File: src/sv/free_list_slot_allocator_assert.svh
// Assertion macros shared by the free list slot allocator.
`ifndef FREE_LIST_SLOT_ALLOCATOR_ASSERT_SVH
`define FREE_LIST_SLOT_ALLOCATOR_ASSERT_SVH

// Same-cycle implication, disabled while reset is asserted.
`define FLS_ASSERT_NOW(label, clk, rst_n, pre, post) \
    label: assert property (@(posedge clk) disable iff (!rst_n) (pre) |-> (post)) \
        else $error("free_list_slot_allocator: same-cycle check failed");

// Next-cycle implication, disabled while reset is asserted.
`define FLS_ASSERT_NEXT(label, clk, rst_n, pre, post) \
    label: assert property (@(posedge clk) disable iff (!rst_n) (pre) |=> (post)) \
        else $error("free_list_slot_allocator: next-cycle check failed");

`endif

File: src/sv/fls_pkg.sv
// Types, codes and constants of the free list slot allocator.
package fls_pkg;

    localparam int FLS_POOL_SLOTS = 2048;

    // Request codes
    localparam logic [1:0] REQ_ALLOC    = 2'd0;
    localparam logic [1:0] REQ_FREE     = 2'd1;
    localparam logic [1:0] REQ_FREE_ALL = 2'd2;

    // Result status codes
    localparam logic [1:0] STATUS_OK       = 2'd0;
    localparam logic [1:0] STATUS_EMPTY    = 2'd1;
    localparam logic [1:0] STATUS_BAD_FREE = 2'd2;

    typedef logic [10:0] t_slot_handle;

    typedef struct packed {
        logic [1:0]   req_type;
        t_slot_handle slot_in;
    } t_req_beat;

    typedef struct packed {
        t_slot_handle slot_out;
        logic [1:0]   status;
    } t_result_beat;

    typedef enum logic [3:0] {
        ST_INIT,
        ST_IDLE,
        ST_ALLOC_WR,
        ST_FREE_CHK,
        ST_FREE_LINK1,
        ST_FREE_LINK2,
        ST_WALK
    } t_state;

    typedef enum logic [3:0] {
        DP_NONE,
        DP_INIT,
        DP_ALLOC_RD,
        DP_ALLOC_WR,
        DP_FREE_RD,
        DP_FREE_UNLINK,
        DP_FREE_LINK1,
        DP_FREE_LINK2,
        DP_WALK_HEAD,
        DP_WALK,
        DP_SPLICE
    } t_dp_op;

    typedef struct packed {
        t_dp_op     op;
        logic       emit;
        logic       grant;
        logic [1:0] code;
    } t_dp_cmd;

    typedef struct packed {
        logic init_last;
        logic free_empty;
        logic used_empty;
        logic slot_ok;
        logic rd_in_use;
        logic walk_end;
    } t_dp_status;

endpackage

File: src/sv/fls_ctrl.sv
// Request sequencer of the free list slot allocator.
module fls_ctrl
    import fls_pkg::*;
(
    input  logic       i_clk,
    input  logic       i_rst_n,
    input  logic       i_start,
    input  t_req_beat  i_req,
    input  t_dp_status i_status,
    output t_dp_cmd    o_cmd,
    output logic       o_busy
);

    t_state r_state, n_state;

    always_ff @(posedge i_clk) begin
        if (!i_rst_n) begin
            r_state <= ST_INIT;
        end else begin
            r_state <= n_state;
        end
    end

    always_comb begin
        n_state     = r_state;
        o_cmd.op    = DP_NONE;
        o_cmd.emit  = 1'b0;
        o_cmd.grant = 1'b0;
        o_cmd.code  = STATUS_OK;
        o_busy      = (r_state != ST_IDLE);
        case (r_state)
            ST_INIT: begin
                o_cmd.op = DP_INIT;
                if (i_status.init_last) begin
                    n_state = ST_IDLE;
                end
            end
            ST_IDLE: begin
                if (i_start) begin
                    case (i_req.req_type)
                        REQ_ALLOC: begin
                            if (i_status.free_empty) begin
                                o_cmd.emit = 1'b1;
                                o_cmd.code = STATUS_EMPTY;
                            end else begin
                                o_cmd.op = DP_ALLOC_RD;
                                n_state  = ST_ALLOC_WR;
                            end
                        end
                        REQ_FREE: begin
                            if (!i_status.slot_ok) begin
                                o_cmd.emit = 1'b1;
                                o_cmd.code = STATUS_BAD_FREE;
                            end else begin
                                o_cmd.op = DP_FREE_RD;
                                n_state  = ST_FREE_CHK;
                            end
                        end
                        REQ_FREE_ALL: begin
                            if (i_status.used_empty) begin
                                o_cmd.emit = 1'b1;
                            end else begin
                                o_cmd.op = DP_WALK_HEAD;
                                n_state  = ST_WALK;
                            end
                        end
                        default: begin
                            o_cmd.emit = 1'b1;
                        end
                    endcase
                end
            end
            ST_ALLOC_WR: begin
                o_cmd.op    = DP_ALLOC_WR;
                o_cmd.emit  = 1'b1;
                o_cmd.grant = 1'b1;
                n_state     = ST_IDLE;
            end
            ST_FREE_CHK: begin
                if (!i_status.rd_in_use) begin
                    o_cmd.emit = 1'b1;
                    o_cmd.code = STATUS_BAD_FREE;
                    n_state    = ST_IDLE;
                end else begin
                    o_cmd.op = DP_FREE_UNLINK;
                    n_state  = ST_FREE_LINK1;
                end
            end
            ST_FREE_LINK1: begin
                o_cmd.op = DP_FREE_LINK1;
                n_state  = ST_FREE_LINK2;
            end
            ST_FREE_LINK2: begin
                o_cmd.op   = DP_FREE_LINK2;
                o_cmd.emit = 1'b1;
                n_state    = ST_IDLE;
            end
            ST_WALK: begin
                if (i_status.walk_end) begin
                    o_cmd.op   = DP_SPLICE;
                    o_cmd.emit = 1'b1;
                    n_state    = ST_IDLE;
                end else begin
                    o_cmd.op = DP_WALK;
                end
            end
            default: begin
                n_state = ST_IDLE;
            end
        endcase
    end

endmodule

File: config.mk
export PLATFORM = sky130hd
export DESIGN_NAME = fls_ctrl
export DESIGN_NICKNAME = d
export VERILOG_FILES = /design/src/sv/free_list_slot_allocator_assert.svh /design/src/sv/fls_pkg.sv /design/src/sv/fls_ctrl.sv
export SDC_FILE = /design/constraint.sdc
export NUM_CORES = 1
export LEC_CHECK = 0
export BUFFER_PORTS_ARGS = -buffer_cell sky130_fd_sc_hd__buf_2
export CORE_AREA = 2 2 40 42
export DETAILED_ROUTE_END_ITERATION = 12
export DIE_AREA = 0 0 42 44
export PLACE_DENSITY = 0.73
export SLEW_MARGIN = 20
export SYNTH_ARGS = -nofsm -noshare
export SYNTH_HDL_FRONTEND = slang
export SYNTH_SLANG_ARGS = --single-unit
export TNS_END_PERCENT = 5
File: constraint.sdc
create_clock -name i_clk -period 3.6 [get_ports i_clk]
set_clock_uncertainty 0.1 [all_clocks]
set_input_delay 0.54 -clock i_clk [delete_from_list [all_inputs] [get_ports i_clk]]
set_output_delay 0.54 -clock i_clk [all_outputs]
set_load 0.02 [all_outputs]
==> results list, run 1 <==
* Number of resized instances in the post-cts repair step: 0
- Achievable frequency: ~0.42 GHz
* Largest fanout of any net on the critical path: 11
- DRC errors left: 0
- Top cell types by occurrence after synthesis: 8 x nand2_1, 6 x nor2b_1, 5 x a21oi_1
- The initial utilization of the core area, before any placement, comes to around 29%.
- Multi-input combinational cell area: 319 um2
- The final hold violation count is 0.
- STA classifies the critical path endpoint as an output port.
* Arrival time worst endpoint: 1.76 ns
- Pwr Density: ~280 nW/um2
- Final setup violation count: 0
* Via Count: 485
* Clock buffer count from CTS: 3
* Hold EP: r_state[2]
- For the final routed database, the setup TNS stands at 0 ns.
* Run status: finished, final reports clean
- In this run the deepest clock path goes through 2 buffers.
* Fill cell count: between 150 and 200
- For this run, asynchronously set or reset flops after synthesis account for 0%.
* Number of global-route vias before repair: about 400
* Largest register FFs: 3
- At the later pin of the worst-skew pair, clock insertion delay measures about 0.23 ns.
- Across the run, the number of max-cap violations was 0.
- Global routing finished with a remaining overflow of 0.
- The number of pins exceeding their max-slew limit in the final report came to 0.
- Synthesis inferred 3 register bits.
- The area growth from synthesis to layout is 30.9%.
- Drt total wl: 1050 um
- Number of port buffers: 19
- Slowest stage cell, crit path: dfxtp_1
* Via density per instance: 5.27
- Hold depth: 3
- Cell count after synthesis: 56
- Total Die Area: approximately 1800 um2
- Clock tree root driver cell: clkbuf_4
- The endpoint identified for the worst register-to-register timing path is r_state[0].
- Maximum number of pins on one net before global-route repair: 18
- The worst register-to-register path begins at r_state[1].
* Synth top area share: 14.7%
- Initial DRC Count: 9
- Number of buffers inserted for hold repair after clock tree synthesis: 0
* Post-synthesis net count: 78
- At the pin with the least slew margin, the transition time is ~0.51 ns.
* First-pass iteration count of the detailed router: 4
- Post-CTS repair timing setup buffer count: 0
- Synth top area cells: dfxtp_1 15%, nor2b_1 9.2%, nand2_1 7.3%, o32ai_4 6.7%, a21oi_1 6.1%
- Width of the die: 42 um
- Library cell with the largest summed area after synthesis: dfxtp_1
* Most frequently used flop master after synthesis: dfxtp_1
* Minimum setup slack among reg-to-reg paths: 2.18 ns
- Dpl hpwl: slightly above 800 um
- Overall die height: approximately 44 um
* Final worst path period need: between 2 and 2.5 ns
- The critical path goes through nor3b_2 -> nand2_1 -> nor4b_1 -> a21o_1 -> buf_2.
* Most common cell in the netlist: nand2_1
* Average wire per standard cell: between 10 and 15 um
- WS Path Type: reg2out
- Leak: roughly 0.00024 uW
* Unrepaired setup endpoints after global routing: no
- Reg area: about 60 um2
* Mapped Area: 409 um2
* Period Utilization, post-route: 66.6%
* Wire length of the first global-routing pass: ~1700 um
- Seq/Total Area, Yosys: between 10% and 20%
- Nets: between 90 and 100
- H-tree depth: 1
- Total of warnings raised by yosys: 0
- 31 I/O pins were placed.
- The synthesized design contains 0 enable-type register cells.
- The number of antenna violations at the first check in global routing came to 0.
- Data on the critical path is required at its endpoint by about 3 ns.
* Worst hold slack: between 0.4 and 0.5 ns
* Post-synthesis area per instance: 7.31 um2
- Antenna diode count: 0
- Fraction of layout cells with a size suffix above 1: ~34%
- The worst pin sits at a relative slew slack of around two thirds.
* Sink Count: 3
- Top Registers: r_state (3)
* Type of element launching the critical path: flip-flop
* HP Start: i_rst_n
- Reg2reg path depth: 3
- Clock-pin slew was measured on the worst setup and hold paths at roughly 0.040 ns.
- Type of the most critical hold path: in2reg
* Post-synth cell types: 27
- GRT Total Usage: between 10% and 20%
* DRT antenna net count: 0
- Placeable core region: about 1400 um2
- The initialized floorplan defines 14 standard-cell rows.
- TritonCTS built the clock tree.
- Worst ir drop on vdd: around 0.00012 V
- Weighted congestion reported at the end of routability-driven placement: between 0.8 and 0.9
* Max incr delay on CP: 0.51 ns
- The register with the most flip-flops in the final layout is r_state.
## routing by layer
layer  routed length (um)  vias up  GRT usage [%]
li1                     -      250              -
met1                  487      213           15.0
met2                  458       18           18.8
met3                   76        4           2.92
met4                   26        0           5.81
met5                    0        -              0
## worst max-delay path, delay by kind of cell (launching register included)
| family | cells | cell delay (ns) |
|---|---|---|
| buffers and inverters | 1 | 0.15 |
| flip-flops | 1 | 0.51 |
| AO/OA/AOI/OAI | 1 | 0.12 |
| AND/OR/NAND/NOR | 3 | 0.74 |
## cell usage in the layout (no fill, tap or decap)
master     n
a21oi_1    5
inv_1      4
o31ai_1    1
nor2b_4    1
o221a_1    1
nand2b_1   1
buf_2     19
o41ai_1    1
o32ai_1    1
a21o_1     1
a21oi_2    1
o21ai_0    2
o32ai_4    1
a31oi_1    1
o221ai_1   1
nor4b_1    2
nor3_1     2
nand4_1    1
clkbuf_4   3
o211ai_1   2
clkbuf_1   1
nand2_1    8
nor3b_1    1
or2b_1     2
nand3_1    2
a21boi_0   1
nor3b_2    1
nor2b_1    6
dfxtp_1    3
## power breakdown
| part | switching, uW | internal [uW] |
|---|---|---|
| combinational | 29.6 | 22.1 |
| clock | 17.3 | 41.5 |
| sequential | 5.28 | 35.2 |
## cells by family after synthesis
| group | share of synthesized area (%) |
|---|---|
| AO/OA/AOI/OAI | 37.3 |
| buffers and inverters | 7.34 |
| flip-flops | 14.7 |
| AND/OR/NAND/NOR | 40.7 |
## final cells by class
| type | instances | area share (%) |
|---|---|---|
| timing repair buffer | 19 | 17.8 |
| clock buffer | 4 | 4.91 |
| multi-input combinational | 46 | 59.6 |
| inverter | 4 | 2.80 |
| tap | 16 | 3.74 |
| sequential | 3 | 11.2 |
## worst max path at each step
| stage | start | endpoint | slack (ns) | cells past startpoint |
|---|---|---|---|---|
| floorplan | r_state[1] | o_cmd[0] | 1.49 | 3 |
| global placement | r_state[0] | o_cmd[7] | 1.49 | 5 |
| detailed placement | r_state[0] | o_cmd[7] | 1.48 | 5 |
| CTS | r_state[0] | o_cmd[7] | 1.22 | 5 |
| global route | r_state[0] | o_cmd[7] | 1.04 | 5 |
| finish | r_state[0] | o_cmd[7] | 1.20 | 5 |
## through the flow
stage	setup slack, ns	power [uW]	util (%)	cell area [um2]	std cells
final	1.20	151	37.7	536	92
after global routing	1.04	163	37.7	536	92
after CTS	1.22	152	37.7	536	92
after detailed placement	1.48	92.3	35.9	509	88
after global placement	1.49	91.6	35.9	509	88
after floorplan	1.49	73.8	-	409	56
Power figures use the tool's default switching activity.
==> inputs of run 2 (changes only) <==
--- a/config.mk
+++ b/config.mk
@@ -9,7 +9,7 @@
 export CORE_AREA = 2 2 40 42
 export DETAILED_ROUTE_END_ITERATION = 12
 export DIE_AREA = 0 0 42 44
-export PLACE_DENSITY = 0.73
+export PLACE_DENSITY = 0.75
 export SLEW_MARGIN = 20
 export SYNTH_ARGS = -nofsm -noshare
 export SYNTH_HDL_FRONTEND = slang
==> constraint.sdc (replaced) <==
create_clock -name i_clk -period 2.1 [get_ports i_clk]
set_clock_uncertainty 0.1 [all_clocks]
set_input_delay 0.315 -clock i_clk [delete_from_list [all_inputs] [get_ports i_clk]]
set_output_delay 0.315 -clock i_clk [all_outputs]
set_load 0.02 [all_outputs]
==> results list, run 2 (synthesized netlist as in run 1, its figures left out) <==
* Max Root-Sink Buffers: 2
- The post-route netlist has 38.8% of its cells at a drive strength greater than 1.
* Commonest non-fill, non-tap cell in the layout: buf_2
* Largest fanout of any net on the critical path: 12
- The wire-length estimate of the detail-placed layout is between 800 and 900 um.
- In the final layout, the registers with the most flip-flops are r_state (3).
- Number of global-route vias before repair: 465
- Type of the most critical hold path: in2reg
* Max-slew headroom: roughly 81%
- The number of clock buffers added by TritonCTS is 3.
- Required time at the endpoint of the critical path: roughly 1.7 ns
- Counting the fill cells in the layout gives between 150 and 200.
- The register with the most flip-flops in the final layout is r_state.
- For this design, the sink count on the clock tree is 3.
- Via density per instance: between 5 and 6
- Rows: 14
- VDD sags by at most approximately 0.00022 V.
- Summing all non-filler instances in the final layout gives an area of about 570 um2.
- At the pin with the least slew margin, the transition time is about 0.28 ns.
- Clock-pin slew was measured on the worst setup and hold paths at about 0.040 ns.
* Layout area overhead: 38.5%
- After detailed routing, the number of remaining DRC violations is 0.
- The worst setup path is captured at an output port.
- Wire length of the first global-routing pass: around 1800 um
* DRT antenna net count: 0
* GRT Total Usage: between 10% and 20%
- The number of pins exceeding their max-slew limit in the final report was 0.
- First-pass iteration count of the detailed router: 4
- The worst setup path is launched from a flip-flop.
* Arrival time worst endpoint: ~1.6 ns
- Leak: roughly 0.00026 uW
- During I/O placement, the number of pins put on the boundary was 31.
* Effective utilization at floorplan: between 20% and 30%
- Clock tree root driver cell: clkbuf_4
- Ordered cell list for the critical path: nor3b_2 -> nand2_1 -> nor4b_1 -> a21o_1 -> buf_2
- From bottom edge to top edge, the die measures about 44 um.
- Unrepaired setup endpoints after global routing: no
- The final hold violation count came to 0.
- The number of antenna violations at the first check in global routing is 0.
- Period Utilization, post-route: between 90% and 100%
* Placed instance area: 524 um2
- Achievable frequency: ~0.51 GHz
- Number of port buffers: 19
- Entering global routing, the biggest net connects 17 pins.
* Largest register FFs: 3
* Antenna diode count: 0
- Average wire per standard cell: 11.7 um
- WS Path Type: reg2out
- Weighted congestion reported at the end of routability-driven placement: 0.822
- Initial DRC Count: 5
- TritonCTS built the clock tree.
- The tool flagged a number of max-cap violations equal to 0.
- The floorplan step defined a die boundary enclosing roughly 1800 um2.
- Width of the die: about 42 um
- Latest clock arrival within the worst-skew pair: roughly 0.23 ns
* Nets: 103
* Drt total wl: roughly 1100 um
- Across all layers, the routed design uses 518 vias.
- Setup violations remaining at the end of the flow were counted as 0.
- CTS built an H-tree with a depth of 1.
- For the final routed database, the setup TNS stands at 0 ns.
* Post-Route Utilization: roughly 40%
* Final worst path period need: a little under 2 ns
- For this design the ratio of total power to cell area is approximately 480 nW/um2.
* Run status: finished, final reports clean
- Slowest stage cell, crit path: dfxtp_2
- Max incr delay on CP: around 0.37 ns
* Commonest cells after routing, fill and taps aside: 19 x buf_2, 8 x nand2_1, 6 x nor2b_1
- After global routing the overflow that remains totals 0.
- The region available for standard cell placement spans about 1400 um2.
==> run 2: cell count changes in the layout (fill, tap and decap cells not counted) <==
cell / delta
dfxtp_1: -1
buf_4: +4
dfxtp_2: +1
==> run 2: worst max-delay path: cells and delay by family (launching register included) <==
kind                   cells  cell delay, ns
AO/OA/AOI/OAI              1            0.12
buffers and inverters      1            0.15
flip-flops                 1            0.37
AND/OR/NAND/NOR            3            0.66
==> run 2: final timing paths <==
check | from | endpoint | slack [ns] | cells past startpoint
setup / recovery | r_state[2] | o_cmd[7] | 0.14 | 5
hold reg to reg | r_state[0] | r_state[0] | 0.59 | 2
hold / removal | i_rst_n | r_state[2] | 0.24 | 3
setup reg to reg | r_state[0] | r_state[0] | 0.78 | 4
==> run 2: area by class of cell <==
class | instances | area, um2 | area share (%)
timing repair buffer | 23 | 125 | 22.1
inverter | 4 | 15.0 | 2.65
multi-input combinational | 46 | 319 | 56.3
clock buffer | 4 | 26.3 | 4.64
sequential | 3 | 61.3 | 10.8
tap | 16 | 20.0 | 3.53
==> run 2: report_power, final <==
part	internal (uW)	switching (uW)	leakage [uW]
Combinational	45.9	59.2	0.000219
Sequential	60.5	2.88	0.0000250
Clock	71.3	31.2	0.0000150
==> run 2: through the flow <==
| stage | cells | setup WS (ns) | hold slack (ns) | total power [uW] |
|---|---|---|---|---|
| 6_report | 96 | 0.139 | 0.236 | 271 |
| 5_1_grt | 96 | 0.0275 | 0.255 | 286 |
| 4_1_cts | 94 | 0.0162 | 0.235 | 265 |
| 3_5_place_dp | 90 | 0.268 | 0.477 | 162 |
| 3_3_place_gp | 90 | 0.292 | 0.472 | 161 |
| 2_1_floorplan | 56 | 0.218 | 0.333 | 127 |
==> run 2: what timing repair did <==
action	4_1_cts	5_1_grt
hold buffers	0	0
buffers inserted	0	2
endpoints found under the setup margin	0	4
gates resized for setup	0	1
endpoints found under the hold margin	0	0
==> run 2: metal layers <==
| metal | GRT usage [%] | share of wire (%) |
|---|---|---|
| met1 | 15.8 | 45 |
| met2 | 20.6 | 49 |
| met3 | 0.417 | 5.8 |
| met4 | 4.52 | 0 |
| met5 | 0 | 0 |
